`config.mk`:
```
export PLATFORM = sky130hd
export DESIGN_NAME = four_channel_counter_timer
export DESIGN_NICKNAME = d
export VERILOG_FILES = /design/src/rtl/core/fcct_pkg.sv /design/src/rtl/core/fcct_chan.sv /design/src/rtl/core/four_channel_counter_timer.sv
export SDC_FILE = /design/constraint.sdc
export NUM_CORES = 1
export LEC_CHECK = 0
export BUFFER_PORTS_ARGS = -buffer_cell sky130_fd_sc_hd__buf_2
export CELL_PAD_IN_SITES_DETAIL_PLACEMENT = 1
export CELL_PAD_IN_SITES_GLOBAL_PLACEMENT = 1
export CORE_MARGIN = 5
export CORE_UTILIZATION = 50
export CTS_CLUSTER_DIAMETER = 150
export DETAILED_ROUTE_END_ITERATION = 12
export GPL_ROUTABILITY_DRIVEN = 1
export MAX_ROUTING_LAYER = met4
export PLACE_DENSITY = 0.79
export SETUP_SLACK_MARGIN = 0.3
export SLEW_MARGIN = 25
export SYNTH_ARGS = -nofsm -noshare
export SYNTH_HDL_FRONTEND = slang
export SYNTH_HIERARCHICAL = 1
export SYNTH_SLANG_ARGS = --single-unit
```
`constraint.sdc`:
```
create_clock -name clk_i -period 4.3 [get_ports clk_i]
set_clock_uncertainty 0.2 [all_clocks]
set_input_delay 0.645 -clock clk_i [delete_from_list [all_inputs] [get_ports clk_i]]
set_output_delay 0.645 -clock clk_i [all_outputs]
set_load 0.01 [all_outputs]
```
`src/rtl/core/fcct_pkg.sv`:
```
// Shared types, constants and helpers of the four-channel counter/timer.
// Used by fcct_chan and four_channel_counter_timer; depends on nothing else.
`default_nettype none

package fcct_pkg;

  localparam int NumChannels = 4;
  localparam int ChanW       = 2;
  localparam int CountW      = 17;

  typedef enum logic [1:0] {
    ReqWrite = 2'd0,
    ReqRead  = 2'd1,
    ReqTick  = 2'd2
  } req_e;

  // Control word bit positions.
  localparam int CwIntEnable   = 7;
  localparam int CwCounterMode = 6;
  localparam int CwPrescale256 = 5;
  localparam int CwConstFollow = 2;
  localparam int CwReset       = 1;
  localparam int CwIsControl   = 0;

  localparam logic [7:0] VectorMask = 8'hF8;

  typedef struct packed {
    logic       wr;
    logic       tick;
    logic       clr_pend;
    logic [7:0] data;
    logic [7:0] cycles;
  } chan_cmd_t;

  typedef struct packed {
    logic       await_const;
    logic       pend;
    logic [7:0] rd_val;
  } chan_stat_t;

  // Reload value: time constant (zero meaning 256) times the prescale.
  function automatic logic [CountW-1:0] reload_val(input logic [7:0] tc, input logic pre256);
    logic [8:0] k;
    k = (tc == 8'd0) ? 9'd256 : {1'b0, tc};
    return pre256 ? {k, 8'b0} : {4'b0, k, 4'b0};
  endfunction

endpackage

`default_nettype wire

```
`src/rtl/core/fcct_chan.sv`:
```
// One timer channel: control word, time constant, down counter and pending flag.
// Depends on fcct_pkg.
`default_nettype none

module fcct_chan (
  input  wire                  clk_i,
  input  wire                  rst_ni,
  input  wire fcct_pkg::chan_cmd_t cmd_i,
  output fcct_pkg::chan_stat_t stat_o
);
  import fcct_pkg::*;

  logic [7:0]        cw_q, cw_d;
  logic [7:0]        tc_q, tc_d;
  logic [CountW-1:0] cnt_q, cnt_d;
  logic              await_q, await_d;
  logic              pend_q, pend_d;
  logic              pend_after;
  logic              running;
  logic [CountW-1:0] reload_cur;

  assign reload_cur = reload_val(tc_q, cw_q[CwPrescale256]);
  assign running    = cw_q[CwIsControl] && !cw_q[CwCounterMode] && (cnt_q != '0);

  always_comb begin
    cw_d       = cw_q;
    tc_d       = tc_q;
    cnt_d      = cnt_q;
    await_d    = await_q;
    pend_after = pend_q;
    if (cmd_i.tick && running) begin
      if (cnt_q <= {{(CountW-8){1'b0}}, cmd_i.cycles}) begin
        // Reload once; whatever overshoot there was is dropped.
        cnt_d = reload_cur;
        if (cw_q[CwIntEnable]) begin
          pend_after = 1'b1;
        end
      end else begin
        cnt_d = cnt_q - {{(CountW-8){1'b0}}, cmd_i.cycles};
      end
    end
    pend_d = pend_after && !cmd_i.clr_pend;
    if (cmd_i.wr) begin
      if (await_q) begin
        tc_d    = cmd_i.data;
        await_d = 1'b0;
        cnt_d   = reload_val(cmd_i.data, cw_q[CwPrescale256]);
      end else if (cmd_i.data[CwIsControl]) begin
        cw_d = cmd_i.data;
        if (cmd_i.data[CwConstFollow]) begin
          await_d = 1'b1;
        end
        if (cmd_i.data[CwReset]) begin
          cnt_d  = '0;
          pend_d = 1'b0;
        end
      end
    end
  end

  always_ff @(posedge clk_i or negedge rst_ni) begin
    if (!rst_ni) begin
      cw_q    <= '0;
      tc_q    <= '0;
      cnt_q   <= '0;
      await_q <= 1'b0;
      pend_q  <= 1'b0;
    end else begin
      cw_q    <= cw_d;
      tc_q    <= tc_d;
      cnt_q   <= cnt_d;
      await_q <= await_d;
      pend_q  <= pend_d;
    end
  end

  assign stat_o.await_const = await_q;
  assign stat_o.pend        = pend_after;
  assign stat_o.rd_val      = cw_q[CwPrescale256] ? cnt_q[15:8] : cnt_q[11:4];

endmodule

`default_nettype wire

```
`src/rtl/core/four_channel_counter_timer.sv`:
```
// Four-channel counter/timer, top level: input register, then result register.
// Throughput is one transaction per cycle while the output is not stalled; the only
// loop is the channel state update, closing in the single processing stage after the
// input register. Reset (rst_ni low, asynchronous) clears all channel state, the
// vector base and both pipeline valid flags. Depends on fcct_pkg and fcct_chan.
`default_nettype none

module four_channel_counter_timer (
  input  wire                         clk_i,
  input  wire                         rst_ni,
  input  wire                         in_valid_i,
  output logic                        in_stall_o,
  input  wire  [1:0]                  req_type_i,
  input  wire  [fcct_pkg::ChanW-1:0]  channel_i,
  input  wire  [7:0]                  data_i,
  input  wire  [7:0]                  tick_cycles_i,
  input  wire                         cpu_int_enabled_i,
  input  wire                         cpu_int_busy_i,
  output logic                        out_valid_o,
  input  wire                         out_stall_i,
  output logic [7:0]                  read_data_o,
  output logic                        int_request_o,
  output logic [7:0]                  int_vector_o
);
  import fcct_pkg::*;

  // Input register. A transaction sits here while the channel state is
  // consulted, and moves on once the result register has room.
  logic              in_valid_q, in_valid_d;
  logic [1:0]        req_q;
  logic [ChanW-1:0]  chan_q;
  logic [7:0]        data_q;
  logic [7:0]        cycles_q;
  logic              int_en_q;
  logic              int_busy_q;

  logic              accept;
  logic              advance;

  // Result register.
  logic              out_valid_q, out_valid_d;
  logic [7:0]        rd_q, rd_d;
  logic              irq_q, irq_d;
  logic [7:0]        vec_q, vec_d;

  logic [7:0]        vbase_q, vbase_d;

  chan_cmd_t         cmd   [NumChannels];
  chan_stat_t        stat  [NumChannels];
  logic              chan_ok;
  logic              is_wr, is_rd, is_tick;
  logic              deliver;
  logic [ChanW-1:0]  gnt_idx;
  logic              gnt_any;

  // The result register frees up when it is empty or being taken this cycle,
  // so the input side only stalls while a finished result is held by a stall.
  assign advance    = in_valid_q && (!out_valid_q || !out_stall_i);
  assign in_stall_o = in_valid_q && !advance;
  assign accept     = in_valid_i && !in_stall_o;

  assign chan_ok = {1'b0, chan_q} < (ChanW+1)'(NumChannels);
  assign is_wr   = advance && (req_q == ReqWrite);
  assign is_rd   = advance && (req_q == ReqRead);
  assign is_tick = advance && (req_q == ReqTick);
  assign deliver = is_tick && int_en_q && !int_busy_q;

  // Lowest-numbered pending channel wins the interrupt. The scan runs from
  // the top down so that the last hit is the lowest index.
  always_comb begin
    gnt_any = 1'b0;
    gnt_idx = '0;
    for (int i = NumChannels - 1; i >= 0; i--) begin
      if (stat[i].pend) begin
        gnt_any = 1'b1;
        gnt_idx = ChanW'(i);
      end
    end
  end

  for (genvar g = 0; g < NumChannels; g++) begin : g_chan
    always_comb begin
      cmd[g].wr       = is_wr && chan_ok && (chan_q == ChanW'(g));
      cmd[g].tick     = is_tick;
      cmd[g].clr_pend = deliver && gnt_any && (gnt_idx == ChanW'(g));
      cmd[g].data     = data_q;
      cmd[g].cycles   = cycles_q;
    end

    fcct_chan u_chan (
      .clk_i  (clk_i),
      .rst_ni (rst_ni),
      .cmd_i  (cmd[g]),
      .stat_o (stat[g])
    );
  end

  // The vector base is shared and only written through channel 0, with a
  // byte that is neither a time constant nor a control word.
  always_comb begin
    vbase_d = vbase_q;
    if (is_wr && (chan_q == '0) && !stat[0].await_const && !data_q[CwIsControl]) begin
      vbase_d = data_q & VectorMask;
    end
  end

  always_comb begin
    rd_d  = '0;
    irq_d = 1'b0;
    vec_d = '0;
    if (is_rd && chan_ok) begin
      rd_d = stat[chan_q].rd_val;
    end
    if (deliver && gnt_any) begin
      irq_d = 1'b1;
      vec_d = vbase_q | {{(7-ChanW){1'b0}}, gnt_idx, 1'b0};
    end
  end

  always_comb begin
    in_valid_d = in_valid_q;
    if (accept) begin
      in_valid_d = 1'b1;
    end else if (advance) begin
      in_valid_d = 1'b0;
    end
    out_valid_d = out_valid_q;
    if (advance) begin
      out_valid_d = 1'b1;
    end else if (!out_stall_i) begin
      out_valid_d = 1'b0;
    end
  end

  always_ff @(posedge clk_i or negedge rst_ni) begin
    if (!rst_ni) begin
      in_valid_q  <= 1'b0;
      out_valid_q <= 1'b0;
      vbase_q     <= '0;
    end else begin
      in_valid_q  <= in_valid_d;
      out_valid_q <= out_valid_d;
      vbase_q     <= vbase_d;
    end
  end

  // Payload registers carry no reset; their valid flags qualify them.
  always_ff @(posedge clk_i) begin
    if (accept) begin
      req_q      <= req_type_i;
      chan_q     <= channel_i;
      data_q     <= data_i;
      cycles_q   <= tick_cycles_i;
      int_en_q   <= cpu_int_enabled_i;
      int_busy_q <= cpu_int_busy_i;
    end
    if (advance) begin
      rd_q  <= rd_d;
      irq_q <= irq_d;
      vec_q <= vec_d;
    end
  end

  assign out_valid_o   = out_valid_q;
  assign read_data_o   = rd_q;
  assign int_request_o = irq_q;
  assign int_vector_o  = vec_q;

endmodule

`default_nettype wire

```
After elaboration in Yosys (flattened, before gate mapping)
Cells that the tools add are included.
{ "totals": {"register_bits": 186, "latchBits": 0, "mem_bits_rw": 0, "rom_bits": 0, "output_inout_bits": 19, "elab_cells": 219, "memories": 0} }
{ "op_classes": {"add_sub_neg": 4, "n_mul": 0, "div": 0, "order_cmp": 5, "n_eq_ne": 9, "shifts": 0, "muxes": 91, "bitwise_logic": 6, "n_reduce_logical": 72} }
{ "ops": {"columns": ["operator", "n"], "rows": [
  ["$mux W17", 32],
  ["$le A17 B8 Y1", 4],
  ["$reduce_bool A17 Y1", 4],
  ["$sub A17 B8 Y17", 4],
  ["$mux W8", 6],
  ["$mux W9", 5],
  ["$mux W1", 43],
  ["$logic_not A8 Y1", 5],
  ["$logic_and A1 B1 Y1", 35],
  ["$bmux W10 S2", 1],
  ["$logic_not A1 Y1", 15],
  ["$reduce_and A3 Y1", 4],
  ["$eq A2 B2 Y1 const B", 5],
  ["$mux W2", 4],
  ["$or A8 B3 Y8", 1],
  ["$reduce_and A2 Y1", 4],
  ["$eq A2 B1 Y1 const B", 3],
  ["$logic_not A2 Y1", 3],
  ["$not A1 Y1", 4],
  ["$ge A3 B3 Y1 const B", 1],
  ["$not A2 Y3", 1],
  ["$ne A2 B1 Y1 const B", 1],
  ["$reduce_bool A2 Y1", 1],
  ["$logic_or A1 B1 Y1", 1]
]} }

Longest topological paths before layout
{ "logic_depth": {"word_depth": 18, "ltp_mapped": 15, "depth_no_buf": 12} }

Cells and area by module
The synthesis kept the hierarchy.
{ "by_module_without_submodules": {"columns": ["mod", "n_inst", "cells_per_inst", "area_each_um2", "seq_area_each_um2"], "rows": [
  ["fcct_chan at g_chan[2].u_chan ...", 2, 257, 2348.5, 775.7],
  ["fcct_chan at g_chan[0].u_chan", 1, 257, 2371.0, 775.7],
  ["fcct_chan at g_chan[1].u_chan", 1, 257, 2336.0, 775.7],
  ["four_channel_counter_timer", 1, 110, 1894.3, 1316.3]
]} }

Worst setup path before layout
Ideal clock, no wire load.
{ "synth_path": {"path_kind": "flip-flop to flip-flop", "start": "register cycles_q[6]", "end": "register vec_q[3], in the netlist int_vector_o[3] (data pin)", "setup_time_ps": 287, "t_arrival_ps": 2703, "required_time_ps": 3813, "slack_ps": 1110, "path_stages_with_launch": 12, "n_path_buf": 3, "cell_sequence": "edfxtp_1 inv_1 ha_1 clkbuf_1 and3_1 a21boi_1 o21bai_4 buf_6 a31o_2 buf_4 nor4_1 nor3b_1"} }
{ "synth_lines": {"columns": ["item", "line_no", "rtl"], "rows": [
  ["from (decl)", "four_channel_counter_timer.sv:33", "logic [7:0] cycles_q;"],
  ["from (signal assigned)", "four_channel_counter_timer.sv:153", "cycles_q <= tick_cycles_i;"],
  ["$le A17 B8 Y1", "fcct_chan.sv:32", "if (cnt_q <= {{(CountW-8){1'b0}}, cmd_i.cycles}) begin"],
  ["$mux W1", "fcct_chan.sv:32", null],
  ["$mux W1", "fcct_chan.sv:31", "if (cmd_i.tick && running) begin"],
  ["named net g_chan[1].u_chan.pend_after", "fcct_chan.sv:18", "logic pend_after;"],
  ["$mux W1 (2 in series)", "four_channel_counter_timer.sv:74", "if (stat[i].pend) begin"],
  ["$logic_and A1 B1 Y1", "four_channel_counter_timer.sv:114", "if (deliver && gnt_any) begin"],
  ["to (signal assigned)", "four_channel_counter_timer.sv:160", "vec_q <= vec_d;"],
  ["to (decl)", "four_channel_counter_timer.sv:44", "logic [7:0] vec_q, vec_d;"]
]} }
The timed path passes the listed nets, and every way through them passes these cells.
A chain may end at the register's enable or synchronous reset.

==> flow_summary.ini <==
[outcome]
outcome = complete, no violations

[clock_network]
ctsRootBufferMaster = clkbuf_16
postCtsHoldBufs = 0
post_cts_buffers = 0
clk_path_buf_depth = 2
cts_tree = built
post_cts_resized = 0
clkTransAtPathRegs_ns = 0.08
cts_buffers = 17
cts.sinks = 169
clk_latency_ns = 0.45
cts_max_level = 4

[job]
cap_violations = 0

[placed_design]
io_buffers = 43
gp_congestion = 0.9463
dpl.cell_count = 1441
dp_hpwl_mm = 27.42

[timing]
finalSetupViolations = 0
relSlewSlack = 0.2854
rsz0062_at_grt = false
finalCritPeriodShare = 0.8178
hold_violations = 0
whs_ns = 0.05596
fmax_mhz = 284.4
worst_pin_slew_ns = 1.063
period_minus_slack_ns = 3.517
drv_slew = 0
fin_tns_setup_ns = 0

[drt]
vias_per_cell = 6.719
wirelength_mm = 38.23
wl_per_cell_um = 25.96
vias = 9897
ant_nets = 0
drc_errors = 0
dr.pass1.iters = 5
dr.first_iter.drc_count = 949

[grt]
grt_pass1_vias = 10260
overflow = 0
grt_max_degree = 87
grt_pass1_wl_mm = 60.04
antenna_found_initial = 0
grt_usage = 0.3063

[critical_path]
rrSetupSlack_ns = 0.78
worstPathMaxFanout = 9
r2r_cells = 10
regToRegEndpoint = int_vector_o[6]$_SDFFCE_PN0P_
crit_start = cycles_q[7]$_DFFE_PP_
cp.required_ns = 4.35
worstSetupPathType = reg -> reg
worstSetupEndpointType = flop
reg2reg_from = cycles_q[7]$_DFFE_PP_
cp.arrival_ns = 3.57
worstSetupStartpointType = flop
endpoint = int_vector_o[6]$_SDFFCE_PN0P_

[yosys]
synth_cells = 1135
avgSynthCellArea_um2 = 9.935
yosysWarnings = 6
syn_area_um2 = 11280
syn_nets = 1197

[layout]
fin_nets = 1237
n_fill_cell = 2477
final_cells = 1473
layout-drive-gt1-share = 0.1970
area_growth_pct = 9.598
antennaDiodeCount = 0

[floorplan]
num_rows = 55
die_x_um = 160.2
core_area_um2 = 22430
io_pins = 45
initial_core_util = 0.5026
die_area_um2 = 25650
fp.dieH_um = 160.2

[pwr]
leakagePower_nw = 5.477
power_mw = 7.789
power_density_nw_per_um2 = 630.2
ir_worst_vdd_mv = 0.2260

[worst_hold_path]
hold_path_class = in -> async
==> registers in the layout (all words and copies together), names as in the netlist <==
name	count
data_q	8
int_request_o	1
chan_q	2
vbase_q	5
g_chan.u_chan/tc_q	32
g_chan.u_chan/cw_q	16
read_data_o	8
out_valid_o	1
in_valid_q	1
g_chan.u_chan/cnt_q	68
g_chan.u_chan/await_q	4
int_busy_q	1
int_en_q	1
req_q	2
int_vector_o	7
g_chan.u_chan/pend_q	4
cycles_q	8
==> cell type report <==
class,instances,area [um^2],area share
clock inverters,15,170.2,0.01377
clock buffers,17,425.4,0.03442
repair buffers,69,416.7,0.03371
inverters,53,198.9,0.01610
flip-flops and latches,169,4419,0.3576
well taps,285,356.6,0.02885
multi-input cells,865,6371,0.5155
==> per-layer routing <==
| layer | global-route usage | part of all wire | up-vias | wire length [um] |
|---|---|---|---|---|
| li1 | - | - | 4341 | - |
| met1 | 0.4037 | 0.43 | 5042 | 16480 |
| met2 | 0.4859 | 0.47 | 432 | 18010 |
| met3 | 0.04645 | 0.067 | 82 | 2551 |
| met4 | 0.1052 | 0.031 | 0 | 1197 |
| met5 | - | 0 | - | 0 |
==> through the flow <==
step	setup slack (ns)	cell area, um^2	util
6_report	0.7834	12360	0.5509
3_5_place_dp	0.8282	11760	0.5240
3_3_place_gp	0.8977	11760	0.5240
4_1_cts	0.8370	12350	0.5506
2_1_floorplan	1.110	11280	-
5_1_grt	0.6214	12360	0.5509
==> how the worst min path moves through the flow <==
| stage | to | cells after the start | slack (ns) | from |
|---|---|---|---|---|
| final | g_chan[0].u_chan/tc_q[5]$_DFFE_PN0P_ | 1 | 0.06 | rst_ni |
| after global routing | g_chan[0].u_chan/tc_q[5]$_DFFE_PN0P_ | 1 | 0.13 | rst_ni |
| after CTS | g_chan[2].u_chan/cnt_q[14]$_DFF_PN0_ | 1 | 0.10 | rst_ni |
| after detailed placement | g_chan[3].u_chan/cw_q[0]$_DFFE_PN0P_ | 1 | 0.26 | g_chan[3].u_chan/cw_q[0]$_DFFE_PN0P_ |
| after global placement | g_chan[3].u_chan/cw_q[0]$_DFFE_PN0P_ | 1 | 0.25 | g_chan[3].u_chan/cw_q[0]$_DFFE_PN0P_ |
| after floorplan | g_chan[0].u_chan/await_q$_DFFE_PN0P_ | 0 | 0.15 | rst_ni |
==> worst max-delay path: stages, from the launching register on <==
cell and delay [ns]:
edfxtp_1 0.54, inv_1 0.09, ha_1 0.28, or4_4 0.59, nor3_4 0.20, nand2_2 0.12, o31ai_4 0.44, a31o_2 0.35
nor4_1 0.09, buf_4 0.16, nor3b_1 0.25
==> report_power, final <==
part	leakage [nW]	switching, mW	total [mW]	internal [mW]
combinational	3.07	2.08	3.58	1.50
sequential	2.11	0.647	2.65	2.00
clock	0.294	0.778	1.57	0.787
==> cells in the final DEF (no fill, tap or decap), types with 8 or more instances in the layout <==
master and instances:
a31oi_1 11, dfrtp_1 131, a21o_1 19, a21oi_1 56
xor2_1 16, and3_1 18, o211ai_1 19, nand3_1 30
nand2_1 93, a22oi_1 8, mux2i_1 41, nor2_1 82
ha_1 32, edfxtp_1 38, buf_4 26, nand2b_1 19
nor2b_1 15, mux2_2 76, buf_2 42, nor4_1 39
o21ai_1 16, o21ai_0 42, inv_1 53, o22ai_1 8
nor3_1 30, a211oi_1 11, clkbuf_16 17, xnor2_1 16
nand3b_1 12
Note: power is estimated with default switching activity, not from simulation.
